## config.mk

```make
export PLATFORM = sky130hd
export DESIGN_NAME = integer_to_text_formatter
export DESIGN_NICKNAME = d
export VERILOG_FILES = /design/src/design/itf_pkg.sv /design/src/design/integer_to_text_formatter.sv /design/src/design/itf_ctrl.sv /design/src/design/itf_datapath.sv
export SDC_FILE = /design/constraint.sdc
export NUM_CORES = 1
export LEC_CHECK = 0
export BUFFER_PORTS_ARGS = -buffer_cell sky130_fd_sc_hd__buf_4
export CAP_MARGIN = 20
export CORE_MARGIN = 2
export CORE_UTILIZATION = 62
export CTS_CLUSTER_SIZE = 20
export DETAILED_ROUTE_END_ITERATION = 12
export PLACE_DENSITY = 0.82
export SKIP_LAST_GASP = 1
export SLEW_MARGIN = 20
export SYNTH_ARGS = -nofsm -noshare
export SYNTH_HDL_FRONTEND = slang
export SYNTH_SLANG_ARGS = --single-unit
```

## constraint.sdc

```tcl
create_clock -name clock -period 14.8 [get_ports clock]
set_input_delay 1.48 -clock clock [delete_from_list [all_inputs] [get_ports clock]]
set_output_delay 1.48 -clock clock [all_outputs]
set_load 0.1 [all_outputs]
```

## src/design/itf_pkg.sv

```systemverilog
// itf_pkg: transaction types, codes, controller states and command/status
// structs for the integer to text formatter. No dependencies.
package itf_pkg;

   typedef struct packed {
      logic [1:0]  kind;
      logic [7:0]  char_in;
      logic [63:0] value;
      logic [2:0]  conv;
      logic [1:0]  size_sel;
      logic [5:0]  width;
      logic [1:0]  align;
      logic        space_flag;
      logic        alt_flag;
      logic        zero_pad;
   } itf_req_type;

   typedef struct packed {
      logic [7:0]  out_char;
      logic [15:0] position;
      logic [15:0] count;
      logic        last;
   } itf_rsp_type;

   localparam logic [1:0] KIND_LIT  = 2'd0;
   localparam logic [1:0] KIND_CONV = 2'd1;
   localparam logic [1:0] KIND_FIN  = 2'd2;

   localparam logic [2:0] CONV_SDEC = 3'd0;
   localparam logic [2:0] CONV_UDEC = 3'd1;
   localparam logic [2:0] CONV_OCT  = 3'd2;
   localparam logic [2:0] CONV_HEX  = 3'd3;
   localparam logic [2:0] CONV_UHEX = 3'd4;
   localparam logic [2:0] CONV_PTR  = 3'd5;

   localparam logic [1:0] SIZE_32 = 2'd0;
   localparam logic [1:0] SIZE_64 = 2'd1;
   localparam logic [1:0] SIZE_16 = 2'd2;
   localparam logic [1:0] SIZE_8  = 2'd3;

   localparam logic [1:0] ALIGN_PLUS = 2'd1;
   localparam logic [1:0] ALIGN_LEFT = 2'd2;

   localparam logic [15:0] LIMIT_RESET  = 16'd255;
   localparam logic [6:0]  DABBLE_STEPS = 7'd64;
   localparam int          BCD_DIGITS   = 20;

   localparam logic [7:0] CH_ZERO  = 8'h30;
   localparam logic [7:0] CH_LOWA  = 8'h61;
   localparam logic [7:0] CH_UPA   = 8'h41;
   localparam logic [7:0] CH_TEN   = 8'd10;
   localparam logic [7:0] CH_SPACE = 8'h20;
   localparam logic [7:0] CH_PLUS  = 8'h2b;
   localparam logic [7:0] CH_MINUS = 8'h2d;
   localparam logic [7:0] CH_LOWX  = 8'h78;
   localparam logic [7:0] CH_UPX   = 8'h58;
   localparam logic [7:0] CH_LPAR  = 8'h28;
   localparam logic [7:0] CH_N     = 8'h6e;
   localparam logic [7:0] CH_I     = 8'h69;
   localparam logic [7:0] CH_L     = 8'h6c;
   localparam logic [7:0] CH_RPAR  = 8'h29;
   localparam logic [7:0] CH_NUL   = 8'h00;

   typedef enum logic [3:0] {
      ST_IDLE, ST_LIT, ST_FIN, ST_DABBLE, ST_MEASURE, ST_ROUTE,
      ST_PRE, ST_PLUS, ST_SPACE, ST_MINUS, ST_PFX0, ST_PFXX, ST_BODY, ST_POST
   } itf_state_type;

   typedef struct packed {
      logic          load;
      logic          dabble;
      logic          measure;
      logic          emit;
      itf_state_type phase;
   } itf_cmd_type;

   typedef struct packed {
      logic slot_free;
      logic room;
      logic stop;
      logic dabble_done;
      logic pad_nz;
      logic pad_last;
      logic dig_last;
      logic flush_left;
      logic need_plus;
      logic need_space;
      logic need_minus;
      logic need_pfx0;
      logic need_pfxx;
   } itf_status_type;

endpackage

```

## src/design/integer_to_text_formatter.sv

```systemverilog
// integer_to_text_formatter: top level joining itf_ctrl and itf_datapath.
// Depends on itf_pkg, itf_ctrl, itf_datapath.
//
//   channel  direction  handshake        payload
//   req_     in         valid / stall    itf_req_type
//   rsp_     out        valid / stall    itf_rsp_type
//   csr_     in         write enable     buffer_limit, 16 bits
//
// literal and finish: LIT or FIN state; hex, octal, pointer: MEASURE and
// ROUTE, then the characters in turn; decimal adds the shift-add-3 state.
// one transaction at a time; the result register holds under rsp_stall.
// reset clears the count and sets the limit to 255; no clearing pass.
module integer_to_text_formatter import itf_pkg::*; #(
   parameter int MAX_WIDTH  = 62,
   parameter int COUNT_BITS = 16
) (
   input  logic        clock,
   input  logic        reset,
   input  logic        req_valid,
   output logic        req_stall,
   input  itf_req_type req_data,
   output logic        rsp_valid,
   input  logic        rsp_stall,
   output itf_rsp_type rsp_data,
   input  logic        csr_we,
   input  logic [15:0] csr_wdata
);

   itf_cmd_type    cmd;
   itf_status_type status;

   itf_ctrl u_ctrl (
      .clock     (clock),
      .reset     (reset),
      .req_valid (req_valid),
      .req_kind  (req_data.kind),
      .req_conv  (req_data.conv),
      .req_stall (req_stall),
      .status    (status),
      .cmd       (cmd)
   );

   itf_datapath #(
      .MAX_WIDTH  (MAX_WIDTH),
      .COUNT_BITS (COUNT_BITS)
   ) u_datapath (
      .clock     (clock),
      .reset     (reset),
      .req_data  (req_data),
      .csr_we    (csr_we),
      .csr_wdata (csr_wdata),
      .cmd       (cmd),
      .status    (status),
      .rsp_valid (rsp_valid),
      .rsp_stall (rsp_stall),
      .rsp_data  (rsp_data)
   );

`ifndef SYNTHESIS
   a_accept_after_last: assert property (@(posedge clock) disable iff (reset)
      (req_valid && !req_stall) |-> (!rsp_valid || rsp_data.last))
      else $error("transaction accepted before previous results ended");

   a_busy_mid_string: assert property (@(posedge clock) disable iff (reset)
      (rsp_valid && !rsp_stall && !rsp_data.last) |-> req_stall)
      else $error("input open while results still pending");

   a_count_step: assert property (@(posedge clock) disable iff (reset)
      rsp_valid |-> ((rsp_data.count == rsp_data.position + 16'd1) ||
                     (rsp_data.last && rsp_data.count == rsp_data.position)))
      else $error("result count inconsistent with position");
`endif

endmodule

```

## src/design/itf_ctrl.sv

```systemverilog
// itf_ctrl: sequencer for literal, finish and conversion transactions.
// Depends on itf_pkg; drives commands into itf_datapath.
module itf_ctrl import itf_pkg::*; (
   input  logic           clock,
   input  logic           reset,
   input  logic           req_valid,
   input  logic [1:0]     req_kind,
   input  logic [2:0]     req_conv,
   output logic           req_stall,
   input  itf_status_type status,
   output itf_cmd_type    cmd
);

   itf_state_type state_ff, state_in;

   function automatic itf_state_type after(itf_state_type s, itf_status_type st);
      itf_state_type r;
      r = ST_IDLE;
      if (s < ST_PRE && st.pad_nz && !st.flush_left) r = ST_PRE;
      else if (s < ST_PLUS && st.need_plus) r = ST_PLUS;
      else if (s < ST_SPACE && st.need_space) r = ST_SPACE;
      else if (s < ST_MINUS && st.need_minus) r = ST_MINUS;
      else if (s < ST_PFX0 && st.need_pfx0) r = ST_PFX0;
      else if (s < ST_PFXX && st.need_pfxx) r = ST_PFXX;
      else if (s < ST_BODY) r = ST_BODY;
      else if (s < ST_POST && st.pad_nz && st.flush_left) r = ST_POST;
      return r;
   endfunction

   always_ff @(posedge clock) begin
      if (reset) begin
         state_ff <= ST_IDLE;
      end else begin
         state_ff <= state_in;
      end
   end

   always_comb begin
      state_in = state_ff;
      case (state_ff)
         ST_IDLE: begin
            if (req_valid) begin
               case (req_kind)
                  KIND_LIT: state_in = ST_LIT;
                  KIND_FIN: state_in = ST_FIN;
                  KIND_CONV: begin
                     if (req_conv inside {CONV_SDEC, CONV_UDEC}) state_in = ST_DABBLE;
                     else if (req_conv <= CONV_PTR) state_in = ST_MEASURE;
                  end
                  default: state_in = ST_IDLE;
               endcase
            end
         end
         ST_LIT, ST_FIN: begin
            if (status.slot_free) state_in = ST_IDLE;
         end
         ST_DABBLE: begin
            if (status.dabble_done) state_in = ST_MEASURE;
         end
         ST_MEASURE: state_in = ST_ROUTE;
         ST_ROUTE: state_in = status.room ? after(ST_ROUTE, status) : ST_IDLE;
         ST_PRE, ST_PLUS, ST_SPACE, ST_MINUS, ST_PFX0, ST_PFXX, ST_BODY, ST_POST: begin
            if (status.slot_free) begin
               if (!status.room || status.stop) state_in = ST_IDLE;
               else if ((state_ff inside {ST_PRE, ST_POST}) && !status.pad_last)
                  state_in = state_ff;
               else if (state_ff == ST_BODY && !status.dig_last) state_in = state_ff;
               else state_in = after(state_ff, status);
            end
         end
         default: state_in = ST_IDLE;
      endcase
   end

   always_comb begin
      req_stall   = (state_ff != ST_IDLE);
      cmd.load    = req_valid && (state_ff == ST_IDLE);
      cmd.dabble  = (state_ff == ST_DABBLE);
      cmd.measure = (state_ff == ST_MEASURE);
      cmd.phase   = state_ff;
      case (state_ff)
         ST_FIN: cmd.emit = status.slot_free;
         ST_LIT, ST_PRE, ST_PLUS, ST_SPACE, ST_MINUS, ST_PFX0, ST_PFXX, ST_BODY,
         ST_POST: cmd.emit = status.slot_free && status.room;
         default: cmd.emit = 1'b0;
      endcase
   end

endmodule

```

## src/design/itf_datapath.sv

```systemverilog
// itf_datapath: capture, double-dabble decimal unit, length measure,
// character select, counters and output register. Depends on itf_pkg.
module itf_datapath import itf_pkg::*; #(
   parameter int MAX_WIDTH  = 62,
   parameter int COUNT_BITS = 16
) (
   input  logic           clock,
   input  logic           reset,
   input  itf_req_type    req_data,
   input  logic           csr_we,
   input  logic [15:0]    csr_wdata,
   input  itf_cmd_type    cmd,
   output itf_status_type status,
   output logic           rsp_valid,
   input  logic           rsp_stall,
   output itf_rsp_type    rsp_data
);

   localparam int CW = (COUNT_BITS > 16 ? COUNT_BITS : 16) + 1;
   localparam int BW = BCD_DIGITS * 4;

   logic [15:0]           limit_ff, limit_in;
   logic [COUNT_BITS-1:0] count_ff, count_in;
   logic                  rsp_valid_ff, rsp_valid_in;
   itf_rsp_type           rsp_data_ff, rsp_data_in;
   logic [7:0]            char_ff, char_in;
   logic [2:0]            conv_ff, conv_in;
   logic [1:0]            align_ff, align_in;
   logic                  space_ff, space_in, alt_ff, alt_in, zero_ff, zero_in;
   logic [5:0]            width_ff, width_in;
   logic [63:0]           mag_ff, mag_in, shift_ff, shift_in;
   logic                  neg_ff, neg_in, pos_ff, pos_in, nil_ff, nil_in;
   logic [BW-1:0]         bcd_ff, bcd_in;
   logic [6:0]            step_ff, step_in;
   logic [5:0]            pad_ff, pad_in;
   logic [4:0]            idx_ff, idx_in;
   logic [6:0]            rem_ff, rem_in;

   logic [63:0]   nar;
   logic          dec, upper;
   logic [BW-1:0] adj;
   logic [4:0]    nd_hex, nd_oct, nd_dec, nd;
   logic [65:0]   mag66;
   logic [87:0]   bcd88, mag88;
   logic [4:0]    len;
   logic [5:0]    padn;
   logic [4:0]    body;
   logic [3:0]    dval;
   logic [7:0]    ch, dch;
   logic [CW-1:0] cnt_ext, lim_ext, max_ext, nxt_ext;
   logic          room_next;

   assign dec   = conv_ff inside {CONV_SDEC, CONV_UDEC};
   assign upper = (conv_ff == CONV_UHEX);
   assign mag66 = {2'b00, mag_ff};
   assign bcd88 = {8'd0, bcd_ff};
   assign mag88 = {24'd0, mag_ff};

   // narrowing and sign handling at capture
   always_comb begin
      case (req_data.size_sel)
         SIZE_32: nar = (req_data.conv == CONV_SDEC) ?
                        {{32{req_data.value[31]}}, req_data.value[31:0]} :
                        {32'd0, req_data.value[31:0]};
         SIZE_16: nar = (req_data.conv == CONV_SDEC) ?
                        {{48{req_data.value[15]}}, req_data.value[15:0]} :
                        {48'd0, req_data.value[15:0]};
         SIZE_8:  nar = (req_data.conv == CONV_SDEC) ?
                        {{56{req_data.value[7]}}, req_data.value[7:0]} :
                        {56'd0, req_data.value[7:0]};
         default: nar = req_data.value;
      endcase
      if (req_data.conv == CONV_PTR) nar = req_data.value;
   end

   // double-dabble step
   always_comb begin
      for (int i = 0; i < BCD_DIGITS; i++) begin
         adj[4*i +: 4] = (bcd_ff[4*i +: 4] >= 4'd5) ? bcd_ff[4*i +: 4] + 4'd3 :
                         bcd_ff[4*i +: 4];
      end
   end

   // digit counts per base
   always_comb begin
      nd_hex = 5'd1;
      nd_oct = 5'd1;
      nd_dec = 5'd1;
      for (int i = 0; i < 16; i++) begin
         if (mag_ff[4*i +: 4] != 4'd0) nd_hex = 5'(i + 1);
      end
      for (int i = 0; i < 22; i++) begin
         if (mag66[3*i +: 3] != 3'd0) nd_oct = 5'(i + 1);
      end
      for (int i = 0; i < BCD_DIGITS; i++) begin
         if (bcd_ff[4*i +: 4] != 4'd0) nd_dec = 5'(i + 1);
      end
      if (dec) nd = nd_dec;
      else if (conv_ff == CONV_OCT) nd = nd_oct;
      else nd = nd_hex;
      len  = nil_ff ? 5'd5 : nd + {4'd0, neg_ff};
      padn = (width_ff > {1'b0, len}) ? width_ff - {1'b0, len} : 6'd0;
      body = nil_ff ? 5'd5 : nd;
   end

   // status
   always_comb begin
      cnt_ext   = CW'(count_ff);
      lim_ext   = CW'(limit_ff);
      max_ext   = CW'({COUNT_BITS{1'b1}});
      nxt_ext   = cnt_ext + CW'(1);
      room_next = (nxt_ext < lim_ext) && (nxt_ext < max_ext);
      status.slot_free   = !rsp_valid_ff || !rsp_stall;
      status.room        = (cnt_ext < lim_ext) && (cnt_ext < max_ext);
      status.stop        = (rem_ff == 7'd1) || !room_next;
      status.dabble_done = (step_ff == 7'd0);
      status.pad_nz      = (pad_ff != 6'd0);
      status.pad_last    = (pad_ff == 6'd1);
      status.dig_last    = (idx_ff == 5'd0);
      status.flush_left  = (align_ff == ALIGN_LEFT);
      status.need_plus   = dec && pos_ff && (align_ff == ALIGN_PLUS);
      status.need_space  = dec && pos_ff && space_ff;
      status.need_minus  = neg_ff;
      status.need_pfx0   = !dec && !nil_ff && (alt_ff || conv_ff == CONV_PTR);
      status.need_pfxx   = status.need_pfx0 && (conv_ff != CONV_OCT);
   end

   // character select
   always_comb begin
      if (dec) dval = bcd88[4*idx_ff +: 4];
      else if (conv_ff == CONV_OCT) dval = {1'b0, mag66[3*idx_ff +: 3]};
      else dval = mag88[4*idx_ff +: 4];
      dch = (dval < 4'd10) ? CH_ZERO + {4'd0, dval} :
            (upper ? CH_UPA : CH_LOWA) + {4'd0, dval} - CH_TEN;
      case (cmd.phase)
         ST_LIT:           ch = char_ff;
         ST_PRE, ST_POST:  ch = zero_ff ? CH_ZERO : CH_SPACE;
         ST_PLUS:          ch = CH_PLUS;
         ST_SPACE:         ch = CH_SPACE;
         ST_MINUS:         ch = CH_MINUS;
         ST_PFX0:          ch = CH_ZERO;
         ST_PFXX:          ch = upper ? CH_UPX : CH_LOWX;
         ST_BODY: begin
            if (nil_ff) begin
               case (idx_ff)
                  5'd4:    ch = CH_LPAR;
                  5'd3:    ch = CH_N;
                  5'd2:    ch = CH_I;
                  5'd1:    ch = CH_L;
                  default: ch = CH_RPAR;
               endcase
            end else begin
               ch = dch;
            end
         end
         default:          ch = CH_NUL;
      endcase
   end

   // next values
   always_comb begin
      limit_in = csr_we ? csr_wdata : limit_ff;
      char_in  = char_ff;
      conv_in  = conv_ff;
      align_in = align_ff;
      space_in = space_ff;
      alt_in   = alt_ff;
      zero_in  = zero_ff;
      width_in = width_ff;
      mag_in   = mag_ff;
      neg_in   = neg_ff;
      pos_in   = pos_ff;
      nil_in   = nil_ff;
      shift_in = shift_ff;
      bcd_in   = bcd_ff;
      step_in  = step_ff;
      pad_in   = pad_ff;
      idx_in   = idx_ff;
      rem_in   = rem_ff;
      count_in = count_ff;
      rsp_valid_in = rsp_valid_ff;
      rsp_data_in  = rsp_data_ff;

      if (cmd.load) begin
         char_in  = req_data.char_in;
         conv_in  = req_data.conv;
         align_in = req_data.align;
         space_in = req_data.space_flag;
         alt_in   = req_data.alt_flag;
         zero_in  = req_data.zero_pad;
         width_in = (32'(req_data.width) > MAX_WIDTH) ? 6'(MAX_WIDTH) : req_data.width;
         neg_in   = (req_data.conv == CONV_SDEC) && nar[63];
         mag_in   = neg_in ? ~nar + 64'd1 : nar;
         pos_in   = (nar != 64'd0) && !nar[63];
         nil_in   = (req_data.conv == CONV_PTR) && (nar == 64'd0);
         shift_in = mag_in;
         bcd_in   = '0;
         step_in  = DABBLE_STEPS;
      end
      if (cmd.dabble && step_ff != 7'd0) begin
         bcd_in   = {adj[BW-2:0], shift_ff[63]};
         shift_in = {shift_ff[62:0], 1'b0};
         step_in  = step_ff - 7'd1;
      end
      if (cmd.measure) begin
         pad_in = padn;
         idx_in = nil_ff ? 5'd4 : nd - 5'd1;
         rem_in = {1'b0, padn} + {6'd0, status.need_plus} + {6'd0, status.need_space}
                + {6'd0, status.need_minus} + {6'd0, status.need_pfx0}
                + {6'd0, status.need_pfxx} + {2'd0, body};
      end

      if (status.slot_free) rsp_valid_in = cmd.emit;
      if (cmd.emit) begin
         rsp_data_in.out_char = ch;
         rsp_data_in.position = 16'(count_ff);
         if (cmd.phase == ST_FIN) begin
            rsp_data_in.count = 16'(count_ff);
            rsp_data_in.last  = 1'b1;
            count_in          = '0;
         end else begin
            rsp_data_in.count = 16'(count_ff + 1'b1);
            rsp_data_in.last  = (cmd.phase == ST_LIT) || status.stop;
            count_in          = count_ff + 1'b1;
         end
         rem_in = rem_ff - 7'd1;
         if (cmd.phase inside {ST_PRE, ST_POST}) pad_in = pad_ff - 6'd1;
         if (cmd.phase == ST_BODY) idx_in = idx_ff - 5'd1;
      end
   end

   always_ff @(posedge clock) begin
      if (reset) begin
         limit_ff     <= LIMIT_RESET;
         count_ff     <= '0;
         rsp_valid_ff <= 1'b0;
      end else begin
         limit_ff     <= limit_in;
         count_ff     <= count_in;
         rsp_valid_ff <= rsp_valid_in;
      end
   end

   always_ff @(posedge clock) begin
      rsp_data_ff <= rsp_data_in;
      char_ff     <= char_in;
      conv_ff     <= conv_in;
      align_ff    <= align_in;
      space_ff    <= space_in;
      alt_ff      <= alt_in;
      zero_ff     <= zero_in;
      width_ff    <= width_in;
      mag_ff      <= mag_in;
      neg_ff      <= neg_in;
      pos_ff      <= pos_in;
      nil_ff      <= nil_in;
      shift_ff    <= shift_in;
      bcd_ff      <= bcd_in;
      step_ff     <= step_in;
      pad_ff      <= pad_in;
      idx_ff      <= idx_in;
      rem_ff      <= rem_in;
   end

   assign rsp_valid = rsp_valid_ff;
   assign rsp_data  = rsp_data_ff;

endmodule

```

==> summary.md <==
| Metric | Value |
|---|---|
| Die X | `193.3 um` |
| Max incr delay on CP | `510 ps` |
| Worst-Margin Slew | `1051 ps` |
| Clock Skew | `18.58 ps` |
| DR pass1 iterations | `6` |
| Final design instance area without fill | `24900 sq um` |
| Max-cap violation count | `0` |
| Synth unique cells | `between 100 and 150` |
| Critical path launch point type | `flip-flop` |
| Number of hold violations in the final report | `0` |
| Grt ovf | `0` |
| Status | `finished clean` |
| Starting density of the core | `62.77%` |
| Diode count | `0` |
| Vias/cell | `6.647` |
| Max VDD drop | `0.0002548 V` |
| # IOs | `~150` |
| Top-area cell type share of the netlist area | `around two fifths` |
| First-pass GRT wire length | `~98 mm` |
| Ranking of synthesized cells by area | `edfxtp_1 39%, ha_1 6.1%, mux4_2 4.8%, dfxtp_1 4.4%, a21oi_1 4.2%` |
| Clk Tree Root Cell | `clkbuf_16` |
| PD cells | `212.0 nW/um^2` |
| Synth Cell Area | `22220 sq um` |
| FP Rows | `69` |
| Synth Area in XOR/XNOR | `4.606%` |
| Syn_area_per_cell | `9.946 sq um` |
| Vias in the first global route | `18112` |
| Critical path fanouts, max | `5` |
| Fin crit period | `7671 ps` |
| Core area | `35400 sq um` |
| Largest family of logic cells by synthesized area | `simple AND/OR/NAND/NOR gates` |
| Simple-Gate Fraction of Synth Area | `17.92%` |
| Post-CTS Resized | `0` |
| First DRT Iteration DRCs | `2184` |
| Flop2flop setup slack | `between 7000 and 8000 ps` |
| Slew margin rel. | `29.28%` |
| Mux contribution to synthesized area | `around 6.9%` |
| Share of synthesized area occupied by flip-flops and latches | `a little over two fifths` |
| Layout cells sized above 1 | `14.61%` |
| Worst hold path depth | `2` |
| Post-route antenna net violation count | `0` |
| Leakage | `just over 9 nW` |
| Ys flop type | `edfxtp_1` |
| Ys Warns | `0` |
| Worst hold-check path type | `reg2reg` |
| PortBufs | `153` |
| Post-CTS Setup Inserts | `0` |
| Critical-path top delay cell | `fa_1` |
| Tot GR Track Use | `between 30% and 40%` |
| RSZ-0062 raised after global routing | `false` |
| CTS sink cnt | `336` |
| Critical path class | `reg2reg` |
| Area Overhead vs Synth | `12.08%` |
| Post-synth EDFFs | `287` |
| RR Startpoint | `u_datapath.bcd_ff[40]` |
| CTS Hold Bufs | `0` |
| Clk slew on worst S/H paths | `approximately 60 ps` |
| Crit-path most repeated cell | `fa_1` |
| TritonCTS Buffers | `39` |
| Final Setup Violations | `0` |
| Clock Latency Late Sink | `550 ps` |
| Arr. time, crit path | `7930 ps` |
| Die area | `around 37000 sq um` |
| Initial antenna violation count | `0` |
| Critical path data required time | `15060 ps` |
| WL final | `61.02 mm` |
| Final Wtd Congestion | `approximately 0.95` |
| Cells after synthesis | `2234` |
| Max frequency | `between 100 and 150 MHz` |
| Fin. max-slew vios | `0` |
| Compound-cell area share of the yosys netlist | `17.04%` |
| Placed cell area | `between 20000 and 25000 sq um` |
| Final instance count without filler cells | `2830` |
| Chip Height | `just under 200 um` |
| Total number of vias | `18812` |
| Crit share post-route | `between 50% and 60%` |
| Layout Nets | `2564` |
| Post-Syn Nets | `2458` |
| Worst Hold Launch | `u_datapath.limit_ff[9]` |
| DRC viols | `0` |
| Adder-cell share of the synthesized area | `~6.5%` |
| CTS tree | `yes` |
| Post-synthesis register bit count | `336` |
| Crit. End Element | `flip-flop` |
| Cells after DPL | `2760` |
| Worst Setup SP | `u_datapath.bcd_ff[40]` |
| R2R depth | `29` |
| DR WL/cell | `around 22 um` |
| Largest net degree at the start of global routing | `88` |
| Final Total Pwr | `0.005279 W` |
| Longest Clk Path Bufs | `3` |
| DPL Wire Length | `43.23 mm` |
| Largest area contributor in the netlist | `edfxtp_1` |
| Async S/R FF share, synth | `0%` |
| Fin Setup TNS | `0 ps` |
| # H-tree levels | `2` |
[cell families (layout without fill, tap and decap cells)]
group,Yosys count,in the layout
DFF,336,336
buffers and inverters,208,343
muxes,90,90
AOI/OAI and AO/OA,570,570
adders and majority gates,113,113
xor gates and xnor gates,116,116
and+or+nand+nor,801,801
[layer usage]
metal	vias to the layer above	track usage (%)	part of all wire, %
met1	9048	45.13	41
met5	-	0	0
met4	0	11.68	3.3
met2	1016	51.75	47
met3	141	4.428	8.4
li1	8607	-	-
[cells in the final DEF (no fill, tap or decap), types with 17 or more instances in the layout]
master,synthesis,layout
xnor2_1,77,77
edfxtp_1,287,287
ha_1,109,109
o31ai_1,17,17
o211ai_1,20,20
o21ai_0,113,113
dfxtp_1,49,47
or3_1,21,21
nand3_1,47,47
inv_1,93,92
clkbuf_16,0,41
xor2_1,38,38
a22o_1,61,61
nand4_1,18,18
buf_4,7,174
nor2_1,214,214
nor3_1,70,69
nand2b_1,31,31
nor3b_1,19,19
nor4_1,38,38
nand2_1,232,231
mux2i_1,30,30
mux4_2,47,47
a31oi_1,22,22
a21oi_1,187,187
[synthesized netlist by cell type (14+ instances only)]
library cell  count
a22o_1           61
a31oi_1          22
xnor2_1          77
o211ai_1         20
mux4_2           47
clkbuf_1         75
a21o_1           14
a21oi_1         187
nor3b_1          19
nand2b_1         31
o21ai_0         113
nor2b_1          15
nor4_1           38
mux2i_1          30
nor2_1          214
inv_1            93
nand3_1          47
nand4_1          18
nor3_1           70
nand2_1         232
xor2_1           38
and2_1           14
dfxtp_1          49
ha_1            109
o31ai_1          17
or3_1            21
edfxtp_1        287
[cell type report]
type / count / area, sq um
tap: 461 / 576.8
sequential: 336 / 9602
fill: 2606 / 10490
multi-input combinational: 1690 / 11800
inverter: 99 / 374.1
clock inverter: 19 / 186.4
timing repair buffer: 174 / 1306
clock buffer: 51 / 1064
[worst max-delay path: cells and delay by family, from the launching register on]
family | cells | cell delay [ps]
AO/OA/AOI/OAI | 12 | 2460
XOR/XNOR | 1 | 80
adder cells (fa/ha/maj) | 7 | 2640
buffers and inverters | 2 | 250
flip-flops | 1 | 450
AND/OR/NAND/NOR | 7 | 1480
[report_power, final]
group          internal [W]  leakage (nW)  switching, W
registers           0.00151          3.18      0.000324
logic              0.000858          5.52       0.00163
clock network      0.000561         0.604      0.000397
total               0.00293          9.31       0.00235
[final timing paths]
path	endpoint
worst max-delay path	u_datapath.rem_ff[6]
worst min-delay path	u_datapath.limit_ff[9]
worst max register to register	u_datapath.rem_ff[6]
worst min register to register	u_datapath.limit_ff[9]
[metrics by stage]
step	setup WS (ps)	hold WS [ps]	util, %
6_report	7129	491.5	70.36
5_1_grt	6751	521.4	70.36
4_1_cts	7273	493.6	70.34
3_5_place_dp	7339	481.7	66.81
3_3_place_gp	7623	455.6	66.81
2_1_floorplan	8351	431.4	-
[flip-flops by register name, indices dropped and copies added, names as in the netlist, 4 cells and up]
name / flops
u_datapath.bcd_ff: 80
u_datapath.rem_ff: 7
u_datapath.limit_ff: 16
u_datapath.mag_ff: 64
u_datapath.pad_ff: 6
u_datapath.rsp_data: 41
u_datapath.width_ff: 6
u_datapath.step_ff: 7
u_datapath.count_ff: 16
u_datapath.idx_ff: 5
u_datapath.char_ff: 8
u_ctrl.state_ff: 4
u_datapath.shift_ff: 64
(Power assumes the default switching activity.)
